`config.mk`:
```
export PLATFORM = sky130hd
export DESIGN_NAME = png_chunk_parser_crc_check
export DESIGN_NICKNAME = d
export VERILOG_FILES = /design/src/design/pcpc_pkg.sv /design/src/design/pcpc_front.sv /design/src/design/pcpc_queue.sv /design/src/design/pcpc_back.sv /design/src/design/png_chunk_parser_crc_check.sv
export VERILOG_INCLUDE_DIRS = /design/src /design/src/design
export SDC_FILE = /design/constraint.sdc
export NUM_CORES = 1
export LEC_CHECK = 0
export CAP_MARGIN = 20
export CORE_AREA = 2 2 290 292
export DETAILED_ROUTE_END_ITERATION = 6
export DIE_AREA = 0 0 292 294
export DONT_BUFFER_PORTS = 1
export PLACE_DENSITY_LB_ADDON = 0.08
export SYNTH_ARGS = -nofsm -noshare
export SYNTH_HDL_FRONTEND = slang
export SYNTH_HIERARCHICAL = 1
export SYNTH_SLANG_ARGS = --single-unit
```
`constraint.sdc`:
```
create_clock -name clk_i -period 12.9 [get_ports clk_i]
set_input_delay 2.58 -clock clk_i [delete_from_list [all_inputs] [get_ports clk_i]]
set_output_delay 2.58 -clock clk_i [all_outputs]
set_load 0.05 [all_outputs]
```
`src/design/png_chunk_parser_crc_check_defines.svh`:
```
// Assertion macros shared by the PNG chunk parser files.
// Depends on clk_i and rst_ni being visible where a macro is used.
`ifndef PNG_CHUNK_PARSER_CRC_CHECK_DEFINES_SVH
`define PNG_CHUNK_PARSER_CRC_CHECK_DEFINES_SVH

// same-cycle implication, off during reset
`define PCPC_ASSERT_IMP(lbl, ante, cons) \
  lbl: assert property (@(posedge clk_i) disable iff (!rst_ni) (ante) |-> (cons)) \
    else $error("pcpc: implication check failed");

// next-cycle implication, off during reset
`define PCPC_ASSERT_NXT(lbl, ante, cons) \
  lbl: assert property (@(posedge clk_i) disable iff (!rst_ni) (ante) |=> (cons)) \
    else $error("pcpc: next-cycle check failed");

`endif

```
`src/design/pcpc_pkg.sv`:
```
// Shared types and constants of the PNG chunk parser.
// No dependencies.
package pcpc_pkg;

  localparam logic [31:0] TypeText = 32'h7445_5874;
  localparam logic [31:0] TypeIend = 32'h4945_4E44;

  localparam logic [1:0] StOk       = 2'd0;
  localparam logic [1:0] StCrcBad   = 2'd1;
  localparam logic [1:0] StNotPng   = 2'd2;
  localparam logic [1:0] StTruncate = 2'd3;

  typedef enum logic [2:0] {
    OP_SKIP,
    OP_LEN,
    OP_TYPE,
    OP_DATA,
    OP_CRC
  } op_e;

  typedef enum logic [1:0] {
    EM_NONE,
    EM_CHUNK,
    EM_BADSIG,
    EM_TRUNC
  } emit_e;

  typedef struct packed {
    op_e         op;
    logic        first;
    emit_e       emit;
    logic [7:0]  data;
  } item_t;

  typedef struct packed {
    logic [1:0]  status;
    logic [31:0] chunk_type;
    logic [31:0] chunk_length;
    logic [31:0] computed_crc;
    logic [31:0] trailer_crc;
    logic        is_text;
    logic        is_end;
    logic        separator_found;
    logic [31:0] key_length;
    logic [31:0] value_length;
    logic        value_is_long;
  } result_t;

endpackage

```
`src/design/pcpc_front.sv`:
```
// Front end: accepts file bytes, tracks signature and chunk framing, and
// issues a classified request per byte that carries chunk framing, data or a report. Depends on pcpc_pkg.
module pcpc_front (
  input  logic              clk_i,
  input  logic              rst_ni,
  input  logic              valid_i,
  input  logic [7:0]        byte_i,
  input  logic              last_i,
  input  logic              full_i,
  output logic              ready_o,
  output logic              push_o,
  output pcpc_pkg::item_t   item_o
);

  localparam logic [2:0] PhSig  = 3'd0;
  localparam logic [2:0] PhLen  = 3'd1;
  localparam logic [2:0] PhType = 3'd2;
  localparam logic [2:0] PhData = 3'd3;
  localparam logic [2:0] PhCrc  = 3'd4;
  localparam logic [2:0] PhIdle = 3'd5;

  logic [2:0]  phase_q, phase_d;
  logic [31:0] idx_q, idx_d;
  logic [31:0] len_q, len_d;
  logic [31:0] type_q, type_d;
  logic        match_q, match_d;
  logic        accept;

  function automatic logic [7:0] sig_byte(input logic [2:0] idx);
    logic [7:0] res;
    case (idx)
      3'd0:    res = 8'h89;
      3'd1:    res = 8'h50;
      3'd2:    res = 8'h4E;
      3'd3:    res = 8'h47;
      3'd4:    res = 8'h0D;
      3'd5:    res = 8'h0A;
      3'd6:    res = 8'h1A;
      default: res = 8'h0A;
    endcase
    return res;
  endfunction

  assign ready_o = !full_i;
  assign accept  = valid_i && ready_o;
  assign push_o  = accept && ((item_o.op != pcpc_pkg::OP_SKIP) ||
                              (item_o.emit != pcpc_pkg::EM_NONE));

  always_comb begin
    phase_d = phase_q;
    idx_d   = idx_q;
    len_d   = len_q;
    type_d  = type_q;
    match_d = match_q;
    item_o.op    = pcpc_pkg::OP_SKIP;
    item_o.first = 1'b0;
    item_o.emit  = pcpc_pkg::EM_NONE;
    item_o.data  = byte_i;
    case (phase_q)
      PhSig: begin
        match_d = match_q && (byte_i == sig_byte(idx_q[2:0]));
        idx_d   = idx_q + 32'd1;
        if (idx_q[2:0] == 3'd7) begin
          idx_d = '0;
          if (!match_d) begin
            item_o.emit = pcpc_pkg::EM_BADSIG;
            phase_d     = PhIdle;
          end else begin
            phase_d = PhLen;
          end
        end
      end
      PhLen: begin
        item_o.op = pcpc_pkg::OP_LEN;
        len_d     = {len_q[23:0], byte_i};
        idx_d     = idx_q + 32'd1;
        if (idx_q[1:0] == 2'd3) begin
          idx_d   = '0;
          phase_d = PhType;
        end
      end
      PhType: begin
        item_o.op    = pcpc_pkg::OP_TYPE;
        item_o.first = (idx_q[1:0] == 2'd0);
        type_d       = {type_q[23:0], byte_i};
        idx_d        = idx_q + 32'd1;
        if (idx_q[1:0] == 2'd3) begin
          idx_d   = '0;
          phase_d = (len_q != '0) ? PhData : PhCrc;
        end
      end
      PhData: begin
        item_o.op = pcpc_pkg::OP_DATA;
        if ((idx_q + 32'd1) == len_q) begin
          idx_d   = '0;
          phase_d = PhCrc;
        end else begin
          idx_d = idx_q + 32'd1;
        end
      end
      PhCrc: begin
        item_o.op = pcpc_pkg::OP_CRC;
        idx_d     = idx_q + 32'd1;
        if (idx_q[1:0] == 2'd3) begin
          item_o.emit = pcpc_pkg::EM_CHUNK;
          idx_d       = '0;
          phase_d     = (type_q == pcpc_pkg::TypeIend) ? PhIdle : PhLen;
        end
      end
      default: begin
      end
    endcase
    if (last_i) begin
      if (item_o.emit == pcpc_pkg::EM_NONE) begin
        if (phase_d == PhSig) begin
          item_o.emit = pcpc_pkg::EM_BADSIG;
        end else if ((phase_d != PhIdle) && !((phase_d == PhLen) && (idx_d == '0))) begin
          item_o.emit = pcpc_pkg::EM_TRUNC;
        end
      end
      phase_d = PhSig;
      idx_d   = '0;
      len_d   = '0;
      type_d  = '0;
      match_d = 1'b1;
    end
  end

  always_ff @(posedge clk_i or negedge rst_ni) begin
    if (!rst_ni) begin
      phase_q <= PhSig;
      idx_q   <= '0;
      len_q   <= '0;
      type_q  <= '0;
      match_q <= 1'b1;
    end else if (accept) begin
      phase_q <= phase_d;
      idx_q   <= idx_d;
      len_q   <= len_d;
      type_q  <= type_d;
      match_q <= match_d;
    end
  end

endmodule

```
`src/design/pcpc_queue.sv`:
```
// Short request queue between the front and back ends.
// Depends on pcpc_pkg for the request type.
module pcpc_queue #(
  parameter int unsigned Depth = 2
) (
  input  logic            clk_i,
  input  logic            rst_ni,
  input  logic            push_i,
  input  pcpc_pkg::item_t item_i,
  output logic            full_o,
  output logic            valid_o,
  output pcpc_pkg::item_t item_o,
  input  logic            pop_i
);

  localparam int unsigned PtrW = (Depth > 1) ? $clog2(Depth) : 1;
  localparam int unsigned CntW = $clog2(Depth + 1);

  pcpc_pkg::item_t mem_q [Depth];
  logic [PtrW-1:0] wr_q, rd_q;
  logic [CntW-1:0] cnt_q;
  logic            do_push, do_pop;

  assign full_o  = (cnt_q == CntW'(Depth));
  assign valid_o = (cnt_q != '0);
  assign item_o  = mem_q[rd_q];
  assign do_push = push_i && !full_o;
  assign do_pop  = pop_i && valid_o;

  function automatic logic [PtrW-1:0] wrap_inc(input logic [PtrW-1:0] ptr);
    return (ptr == PtrW'(Depth - 1)) ? '0 : ptr + 1'b1;
  endfunction

  always_ff @(posedge clk_i) begin
    if (do_push) begin
      mem_q[wr_q] <= item_i;
    end
  end

  always_ff @(posedge clk_i or negedge rst_ni) begin
    if (!rst_ni) begin
      wr_q  <= '0;
      rd_q  <= '0;
      cnt_q <= '0;
    end else begin
      if (do_push) begin
        wr_q <= wrap_inc(wr_q);
      end
      if (do_pop) begin
        rd_q <= wrap_inc(rd_q);
      end
      if (do_push && !do_pop) begin
        cnt_q <= cnt_q + 1'b1;
      end else if (do_pop && !do_push) begin
        cnt_q <= cnt_q - 1'b1;
      end
    end
  end

endmodule

```
`src/design/pcpc_back.sv`:
```
// Back end: runs CRC-32, header and tEXt accounting per request and holds
// one result in an output register. Depends on pcpc_pkg.
module pcpc_back (
  input  logic              clk_i,
  input  logic              rst_ni,
  input  logic              valid_i,
  input  pcpc_pkg::item_t   item_i,
  output logic              pop_o,
  input  logic [15:0]       limit_i,
  output logic              res_valid_o,
  output pcpc_pkg::result_t res_o,
  input  logic              res_ready_i
);

  localparam logic [31:0] CrcPoly = 32'hEDB8_8320;

  logic [31:0] len_q, len_d;
  logic [31:0] type_q, type_d;
  logic [31:0] crc_q, crc_d;
  logic [31:0] trl_q, trl_d;
  logic        sep_q, sep_d;
  logic [31:0] key_q, key_d;
  logic        vld_q, vld_d;
  pcpc_pkg::result_t res_q, res_d;
  logic        text, sep_ok;
  logic [31:0] computed, vlen;

  function automatic logic [31:0] crc_byte(input logic [31:0] crc, input logic [7:0] b);
    logic [31:0] c;
    c = crc ^ {24'd0, b};
    for (int k = 0; k < 8; k++) begin
      c = c[0] ? ((c >> 1) ^ CrcPoly) : (c >> 1);
    end
    return c;
  endfunction

  assign pop_o = valid_i && (!vld_q || res_ready_i);

  always_comb begin
    len_d  = len_q;
    type_d = type_q;
    crc_d  = crc_q;
    trl_d  = trl_q;
    sep_d  = sep_q;
    key_d  = key_q;
    case (item_i.op)
      pcpc_pkg::OP_LEN: begin
        len_d = {len_q[23:0], item_i.data};
      end
      pcpc_pkg::OP_TYPE: begin
        type_d = {type_q[23:0], item_i.data};
        crc_d  = crc_byte(item_i.first ? 32'hFFFF_FFFF : crc_q, item_i.data);
        if (item_i.first) begin
          sep_d = 1'b0;
          key_d = '0;
        end
      end
      pcpc_pkg::OP_DATA: begin
        crc_d = crc_byte(crc_q, item_i.data);
        if (!sep_q) begin
          if (item_i.data == 8'd0) begin
            sep_d = 1'b1;
          end else begin
            key_d = key_q + 32'd1;
          end
        end
      end
      pcpc_pkg::OP_CRC: begin
        trl_d = {trl_q[23:0], item_i.data};
      end
      default: begin
      end
    endcase
  end

  always_comb begin
    computed = ~crc_d;
    text     = (type_d == pcpc_pkg::TypeText) && (len_d != '0);
    sep_ok   = text && sep_d;
    vlen     = sep_ok ? (len_d - key_d - 32'd1) : '0;
    res_d    = '0;
    case (item_i.emit)
      pcpc_pkg::EM_CHUNK: begin
        res_d.status          = (computed == trl_d) ? pcpc_pkg::StOk : pcpc_pkg::StCrcBad;
        res_d.chunk_type      = type_d;
        res_d.chunk_length    = len_d;
        res_d.computed_crc    = computed;
        res_d.trailer_crc     = trl_d;
        res_d.is_text         = text;
        res_d.is_end          = (type_d == pcpc_pkg::TypeIend);
        res_d.separator_found = sep_ok;
        res_d.key_length      = sep_ok ? key_d : '0;
        res_d.value_length    = vlen;
        res_d.value_is_long   = sep_ok && (vlen > {16'd0, limit_i});
      end
      pcpc_pkg::EM_BADSIG: begin
        res_d.status = pcpc_pkg::StNotPng;
      end
      pcpc_pkg::EM_TRUNC: begin
        res_d.status = pcpc_pkg::StTruncate;
      end
      default: begin
      end
    endcase
    if (pop_o && (item_i.emit != pcpc_pkg::EM_NONE)) begin
      vld_d = 1'b1;
    end else if (res_ready_i) begin
      vld_d = 1'b0;
    end else begin
      vld_d = vld_q;
    end
  end

  always_ff @(posedge clk_i) begin
    if (pop_o) begin
      len_q  <= len_d;
      type_q <= type_d;
      crc_q  <= crc_d;
      trl_q  <= trl_d;
      sep_q  <= sep_d;
      key_q  <= key_d;
      if (item_i.emit != pcpc_pkg::EM_NONE) begin
        res_q <= res_d;
      end
    end
  end

  always_ff @(posedge clk_i or negedge rst_ni) begin
    if (!rst_ni) begin
      vld_q <= 1'b0;
    end else begin
      vld_q <= vld_d;
    end
  end

  assign res_valid_o = vld_q;
  assign res_o       = res_q;

endmodule

```
`src/design/png_chunk_parser_crc_check.sv`:
```
// Throughput: one byte per cycle while the request queue has room; the CRC-32 byte update in the back end sets it.
// Result path: the closing byte's request is queued, then the back end registers the result and raises tvalid.
// A result waiting at the output does not stop input until the request queue fills.
// Reset: async active low clears framing, queue and output valid; limit returns to 64.
// Depends on pcpc_pkg, pcpc_front, pcpc_queue, pcpc_back and the defines header.
`include "png_chunk_parser_crc_check_defines.svh"
module png_chunk_parser_crc_check #(
  parameter int unsigned QueueDepth = 2
) (
  input  logic         clk_i,
  input  logic         rst_ni,
  input  logic         s_axis_tvalid,
  output logic         s_axis_tready,
  input  logic [7:0]   s_axis_tdata,  // [7:0] data_byte
  input  logic         s_axis_tlast,
  output logic         m_axis_tvalid,
  input  logic         m_axis_tready,
  // [31:0] chunk_type, [63:32] chunk_length, [95:64] computed_crc,
  // [127:96] trailer_crc, [128] is_text, [129] is_end, [130] separator_found,
  // [162:131] key_length, [194:163] value_length, [195] value_is_long, zero pad
  output logic [199:0] m_axis_tdata,
  output logic [1:0]   m_axis_tuser,  // [1:0] status
  input  logic         cfg_valid_i,
  output logic         cfg_ready_o,
  input  logic [15:0]  cfg_data_i
);

  logic [15:0]       limit_q;
  logic              push, full, q_valid, pop;
  pcpc_pkg::item_t   f_item, q_item;
  pcpc_pkg::result_t res;

  assign cfg_ready_o = 1'b1;

  always_ff @(posedge clk_i or negedge rst_ni) begin
    if (!rst_ni) begin
      limit_q <= 16'd64;
    end else if (cfg_valid_i && cfg_ready_o) begin
      limit_q <= cfg_data_i;
    end
  end

  pcpc_front u_front (
    .clk_i   (clk_i),
    .rst_ni  (rst_ni),
    .valid_i (s_axis_tvalid),
    .byte_i  (s_axis_tdata),
    .last_i  (s_axis_tlast),
    .full_i  (full),
    .ready_o (s_axis_tready),
    .push_o  (push),
    .item_o  (f_item)
  );

  pcpc_queue #(
    .Depth (QueueDepth)
  ) u_queue (
    .clk_i   (clk_i),
    .rst_ni  (rst_ni),
    .push_i  (push),
    .item_i  (f_item),
    .full_o  (full),
    .valid_o (q_valid),
    .item_o  (q_item),
    .pop_i   (pop)
  );

  pcpc_back u_back (
    .clk_i       (clk_i),
    .rst_ni      (rst_ni),
    .valid_i     (q_valid),
    .item_i      (q_item),
    .pop_o       (pop),
    .limit_i     (limit_q),
    .res_valid_o (m_axis_tvalid),
    .res_o       (res),
    .res_ready_i (m_axis_tready)
  );

  assign m_axis_tuser = res.status;
  assign m_axis_tdata = {4'd0, res.value_is_long, res.value_length, res.key_length,
                         res.separator_found, res.is_end, res.is_text, res.trailer_crc,
                         res.computed_crc, res.chunk_length, res.chunk_type};

  `PCPC_ASSERT_IMP(a_status_only_zero,
    m_axis_tvalid && m_axis_tuser[1], m_axis_tdata == '0)
  `PCPC_ASSERT_IMP(a_ok_crc_match,
    m_axis_tvalid && (m_axis_tuser == pcpc_pkg::StOk), res.computed_crc == res.trailer_crc)
  `PCPC_ASSERT_IMP(a_sep_needs_text,
    m_axis_tvalid && res.separator_found, res.is_text)
  `PCPC_ASSERT_IMP(a_long_needs_sep,
    m_axis_tvalid && res.value_is_long, res.separator_found)

endmodule

```
==> results of run 1 <==
path summary, 6_finish.rpt:
| check | endpoint | depth (start not counted) | startpoint |
|---|---|---|---|
| setup / recovery | u_back/res_o[0] | 26 | u_queue/rd_q |
| hold / removal | u_front/type_q[27] | 1 | u_front/type_q[27] |
| setup reg to reg | u_back/res_o[0] | 26 | u_queue/rd_q |
| hold reg to reg | u_front/type_q[27] | 1 | u_front/type_q[27] |
| max in group asynchronous | u_front/match_q | 0 | rst_ni |
| min in group asynchronous | limit_q[11] | 0 | rst_ni |
per-layer routing:
layer  GRT usage, %  up-vias
li1               -     9557
met5              0        -
met4           5.33        0
met2           35.3      642
met3           3.69      118
met1           28.8    10200
cells by family (layout without fill, tap and decap cells):
| kind of cell | Yosys count | count (layout) | synth area share (%) |
|---|---|---|---|
| muxes | 120 | 120 | 4.74 |
| DFF | 508 | 508 | 51.0 |
| xor gates and xnor gates | 310 | 310 | 10.2 |
| AOI/OAI and AO/OA | 511 | 511 | 11.8 |
| adders and majority gates | 57 | 57 | 2.51 |
| buffers and inverters | 287 | 265 | 4.36 |
| other | 2 | 7 | 0.0261 |
| and+or+nand+nor | 899 | 899 | 15.4 |
registers in the layout, summed over array words and instances, names as in the netlist, 16 cells and up:
name and count:
u_back/res_o 198, u_back/crc_q 32, u_back/key_q 32, u_back/len_q 32, u_back/trl_q 32, u_back/type_q 32
u_front/idx_q 32, u_front/len_q 32, u_front/type_q 32, u_queue/mem_q 28, limit_q 16
stage by stage:
stage / cells / util, % / worst slack (ns)
5_1_grt: 3755 / 38.3 / 4.41
4_1_cts: 3755 / 38.3 / 4.91
3_3_place_gp: 3645 / 35.8 / 5.05
6_report: 3757 / 38.3 / 4.91
2_1_floorplan: 2697 / - / 1.25
3_5_place_dp: 3645 / 35.8 / 4.94
area by class of cell:
| cell class | count | area [sq um] | area share, % |
|---|---|---|---|
| diodes | 2 | 5.00 | 0.0158 |
| clock buffers | 72 | 1550 | 4.87 |
| clock inverters | 38 | 519 | 1.64 |
| inverters | 119 | 454 | 1.43 |
| multi-input cells | 1902 | 12900 | 40.7 |
| flip-flops and latches | 508 | 14700 | 46.2 |
| well taps | 1080 | 1350 | 4.26 |
| repair buffers | 36 | 270 | 0.852 |
layout by cell type, fill, tap and decap left out, drive strengths merged, types with 15 or more instances in the layout:
master / instances
o22ai: 17
mux2: 73
nand2b: 16
mux2i: 47
a21o: 25
inv: 119
o21a: 23
clkbuf: 72
nor3: 51
nand3: 69
edfxtp: 387
ha: 56
nand2: 232
xnor2: 234
and2: 59
a22o: 67
clkinv: 25
nor4: 42
xor2: 68
a21oi: 125
nor2b: 15
nand4: 45
dfrtp: 119
o21ai: 120
buf: 36
a31oi: 16
nor2: 267
and3: 30
==> summary.md, run 1 <==
| Metric | Value |
|---|---|
| Via count | `20500` |
| # nets final | `2713` |
| Drt total wl | `93200 microns` |
| Slew Viols, Final | `0` |
| Post-route clock period utilization | `61.9%` |
| Post-CTS sizing | `0` |
| Endpoints failing setup | `0` |
| IO Port Bufs | `0` |
| Row cnt | `106` |
| Hpwl dp | `67900 microns` |
| CP max stage delay | `0.87 ns` |
| Cells after Synth | `2694` |
| Area of the core | `82900 sq um` |
| Final Hold Vio Count | `0` |
| Root buffer cell | `clkbuf_16` |
| Clk pin slew, worst setup/hold paths | `0.06 ns` |
| Worst-Margin Slew | `1.09 ns` |
| Hold Crit Class | `reg -> reg` |
| Share of the synthesized area in the top cell type | `40.4%` |
| Synth top area cells | `edfxtp_1 (40%), dfrtp_1 (10%), xnor2_1 (6.8%)` |
| Synth cell types | `99` |
| RSZ-0062 raised after global routing | `false` |
| Top Metal Used | `met4` |
| Die area | `85800 sq um` |
| CP Class | `reg -> reg` |
| Skew-Pair Late Insertion Delay | `0.65 ns` |
| Crit path buf inv count | `2` |
| Gr ovfl total | `0` |
| 1st-pass router iterations | `6` |
| Vias in the first global route | `20500` |
| Layout Skew | `0.0412 ns` |
| WL per Instance | `24.8 microns` |
| Fin Hold WS | `0.500 ns` |
| Max H-tree Level | `2` |
| Via/cell ratio | `5.47` |
| Status | `complete, no violations` |
| Fmax | `125 MHz` |
| Starting DRT DRC Count | `1716` |
| WL met2 | `44100 microns` |
| Largest net degree at the start of global routing | `128` |
| Fillcell total | `8074` |
| Synth async-reset ratio | `23.8%` |
| Clk sinks | `508` |
| Post-route design area | `31700 sq um` |
| Avg Inst Size Synth | `10.7 sq um` |
| Starting Density | `34.7%` |
| Clock Tree Buf Depth | `3` |
| WL met1 | `41700 microns` |
| CTS tree | `yes` |
| First-pass GRT wire length | `138000 microns` |
| TNS Setup | `0 ns` |
| Critical path's slowest cell | `dfrtp_1` |
| Drt drc | `0` |
| Ys flop type | `edfxtp_1` |
| Layout area overhead | `10.3%` |
| Antenna violation net count after detailed routing | `0` |
| Top-count cell post-synth | `edfxtp_1` |
| Cts hold-fix bufs | `0` |
| CP Capture Type | `register` |
| Share of layout cells above drive strength 1 | `9.46%` |
| Synth area leader | `edfxtp_1` |
| Placement Cell Area | `29700 sq um` |
| Ys Warns | `6` |
| Met3 wire len | `5180 microns` |
| Post-layout min period | `7.99 ns` |
| Setup bufs post-CTS | `0` |
| GRT Total Usage | `21.3%` |
| Sequential-to-total area share from yosys stat | `51.0%` |
| Total I/O pin count | `235` |
| Max Cap Viol | `0` |
| Largest delay share family, worst path | `compound AO/OA/AOI/OAI gates` |
| Slew margin rel. | `26.5%` |
| GPL Wtd Cong | `0.952` |
| Worst Path Max Fanout | `18` |
| Post-synth top cells | `edfxtp_1 (387), nor2_1 (267), nand2_1 (231)` |
| CP required | `13.28 ns` |
| Die Y | `294 microns` |
| Number of synthesized flops with an enable pin | `387` |
| Post-synthesis cell area | `28800 sq um` |
| Crit path DAT | `8.37 ns` |
| Antenna violations before repair | `2` |
| Number of buffers created by CTS | `59` |
| FF+latch count, synth | `508` |
| Reg2reg setup slack | `4.91 ns` |
| Die Wd | `292 microns` |
| Startpoint Class | `register` |
Power of run 1 is left out: the tool's default activity adds up to more than one toggle a clock period on the data nets, which glitch-free logic cannot reach.
==> run 2: changes to the inputs <==
--- a/config.mk
+++ b/config.mk
@@ -6,10 +6,11 @@
 export SDC_FILE = /design/constraint.sdc
 export NUM_CORES = 1
 export LEC_CHECK = 0
+export ABC_AREA = 1
 export CAP_MARGIN = 20
-export CORE_AREA = 2 2 290 292
+export CORE_AREA = 2 2 296 298
 export DETAILED_ROUTE_END_ITERATION = 6
-export DIE_AREA = 0 0 292 294
+export DIE_AREA = 0 0 298 300
 export DONT_BUFFER_PORTS = 1
 export PLACE_DENSITY_LB_ADDON = 0.08
 export SYNTH_ARGS = -nofsm -noshare
==> constraint.sdc (replaced) <==
create_clock -name clk_i -period 7.8 [get_ports clk_i]
set_input_delay 1.56 -clock clk_i [delete_from_list [all_inputs] [get_ports clk_i]]
set_output_delay 1.56 -clock clk_i [all_outputs]
set_load 0.05 [all_outputs]
==> run 2 against run 1 <==
The run now ends with DRC left. Setup slack lost 3.4 ns. Final cell count grew 34%. Synthesized area grew 3.9%. Non-clock buffer count shrank 6. Clock skew shrank 0.017 ns. First-iteration DRC count grew 26%. Register-to-register slack lost 3.4 ns.
==> summary.md, run 2 <==
| Metric | Value |
|---|---|
| Status | `finished, violations left` |
| Failing checks | `DRC` |
| Die Y | `300 microns` |
| Placement Cell Area | `31100 sq um` |
| Cts hold-fix bufs | `0` |
| Synth top area cells | `edfxtp_1 (39%), nand2_1 (13%), dfrtp_1 (10%)` |
| Reg-to-Reg Start | `u_queue/rd_q` |
| # nets final | `3900` |
| Post-layout min period | `6.26 ns` |
| GPL Wtd Cong | `0.934` |
| Clk sinks | `508` |
| Register area | `14700 sq um` |
| Drt drc | `1` |
| Fillcell total | `9121` |
| First-pass GRT wire length | `158000 microns` |
| Layout Skew | `0.0243 ns` |
| Ys flop type | `edfxtp_1` |
| Max Cap Viol | `0` |
| Top-count cell post-synth | `nand2_1` |
| CP required | `8.19 ns` |
| Worst Path Max Fanout | `16` |
| Synth area leader | `edfxtp_1` |
| Post-synthesis cell area | `29900 sq um` |
| Area of the core | `86200 sq um` |
| Leading cell type in the layout, fill and taps excluded | `nand2_1` |
| Max reg flops | `198` |
| Starting Density | `34.7%` |
| Max H-tree Level | `2` |
| Avg Inst Size Synth | `7.81 sq um` |
| Endpoints failing setup | `0` |
| Synth cell types | `60` |
| Share of layout cells above drive strength 1 | `6.26%` |
| Die area | `89400 sq um` |
| Layout area overhead | `11.1%` |
| Crit path DAT | `6.65 ns` |
| IO Port Bufs | `0` |
| Slew Viols, Final | `0` |
| Vias in the first global route | `24600` |
| Cells after Synth | `3827` |
| Hold Crit Class | `reg -> reg` |
| Largest delay share family, worst path | `simple AND/OR/NAND/NOR gates` |
| Worst Hold Depth | `2` |
| CTS tree | `yes` |
| Row cnt | `108` |
| Die Wd | `298 microns` |
| Largest net degree at the start of global routing | `122` |
| Ys Warns | `6` |
| GRT Total Usage | `23.3%` |
| CP max stage delay | `0.59 ns` |
| Drt total wl | `105000 microns` |
| Clock Tree Buf Depth | `3` |
| RSZ-0062 raised after global routing | `false` |
| Fin Hold WS | `0.459 ns` |
| FF+latch count, synth | `508` |
| Via count | `25200` |
| Post-synth top cells | `nand2_1 (1061), inv_1 (581), nor2_1 (461)` |
| Synth async-reset ratio | `23.8%` |
| Antenna violations before repair | `4` |
| Reg2reg setup slack | `1.54 ns` |
| Hold Path Origin | `limit_q[6]` |
| Hpwl dp | `78500 microns` |
| CP Capture Type | `register` |
| Worst r2r path cells | `36` |
| Critical path's slowest cell | `dfrtp_1` |
| Number of synthesized flops with an enable pin | `387` |
| Share of the synthesized area in the top cell type | `38.9%` |
| Worst-Margin Slew | `1.06 ns` |
| Post-CTS sizing | `0` |
| Multi-input gate area in the final layout | `12400 sq um` |
| Post-route design area | `33200 sq um` |
| Commonest cells after routing, fill and taps aside | `nand2_1 (1059), inv_1 (581), nor2_1 (457)` |
| Skew-Pair Late Insertion Delay | `0.66 ns` |
| Gr ovfl total | `0` |
| Starting DRT DRC Count | `2165` |
| 1st-pass router iterations | `7` |
| Clk pin slew, worst setup/hold paths | `0.06 ns` |
| Via/cell ratio | `5.03` |
| Total I/O pin count | `235` |
| Antenna violation net count after detailed routing | `0` |
| Fmax | `160 MHz` |
| TNS Setup | `0 ns` |
| Slew margin rel. | `29.4%` |
| Post-route clock period utilization | `80.2%` |
| CP Class | `reg -> reg` |
| WL per Instance | `21.0 microns` |
| Setup bufs post-CTS | `0` |
| Root buffer cell | `clkbuf_16` |
| Capturing point of the worst reg2reg path | `u_back/res_o[0]` |
| Final Hold Vio Count | `0` |
| Startpoint Class | `register` |
| Sequential-to-total area share from yosys stat | `49.0%` |
| Number of buffers created by CTS | `61` |
| Hold endpoint | `limit_q[6]` |
| Crit path buf inv count | `10` |
-- run 2: cell count changes in the layout (fill, tap and decap cells not counted), sizes merged, moves of 67 or more --
cell / before / now
nand3: 69 / 327
o22ai: 17 / 97
nand2: 232 / 1085
a22o: 67 / 0
xnor2: 234 / 20
mux2: 73 / 0
inv: 119 / 610
nor2: 267 / 483
-- run 2: cell type report --
cell class | count | area share [%]
flip-flops and latches | 508 | 44.1
inverters | 609 | 6.91
repair buffers | 30 | 0.739
multi-input cells | 2603 | 37.5
clock inverters | 50 | 1.72
diodes | 1 | 0.00754
well taps | 1155 | 4.35
clock buffers | 64 | 4.63
-- run 2: worst max-delay path by stage --
stage	from	endpoint	slack (ns)	depth (start not counted)
after detailed placement	u_queue/rd_q	u_back/res_o[0]	1.61	36
final	u_queue/rd_q	u_back/res_o[0]	1.54	36
after floorplan	m_axis_tready	u_back/res_o[0]	0.47	4
after global routing	u_queue/rd_q	u_back/res_o[0]	0.86	36
after global placement	u_queue/rd_q	u_back/res_o[0]	1.76	36
after CTS	u_queue/rd_q	u_back/res_o[0]	1.58	36
-- run 2: metal layers --
layer | track usage, % | wire length (microns) | up-vias | share of wire (%)
met3 | 3.93 | 6040 | 130 | 5.7
met2 | 38.9 | 49900 | 690 | 47
met1 | 31.1 | 46400 | 12000 | 44
li1 | - | - | 12400 | -
met5 | 0 | 13 | - | 0.012
met4 | 6.75 | 3000 | 2 | 2.8
-- run 2: cell families after synthesis --
logic type	after synthesis	share of synthesized area, %
xor gates and xnor gates	54	1.61
and+or+nand+nor	2052	29.1
DFF	508	49.0
AOI/OAI and AO/OA	435	8.25
adders and majority gates	57	2.41
buffers and inverters	719	9.57
other	2	0.0251
-- run 2: per-stage QoR --
step / setup slack (ns) / utilization [%] / cells
after floorplan: 0.467 / - / 3830
after global placement: 1.76 / 36.0 / 4904
after detailed placement: 1.61 / 36.1 / 4905
after CTS: 1.58 / 38.5 / 5019
after global routing: 0.858 / 38.5 / 5020
final: 1.54 / 38.5 / 5020
-- run 2: tightest hold or removal path, delay by kind of cell, from the launching register on --
| kind | cells | cell delay [ns] |
|---|---|---|
| flops | 1 | 0.37 |
| simple gates | 2 | 0.09 |
Power of run 2 is left out for the same reason.
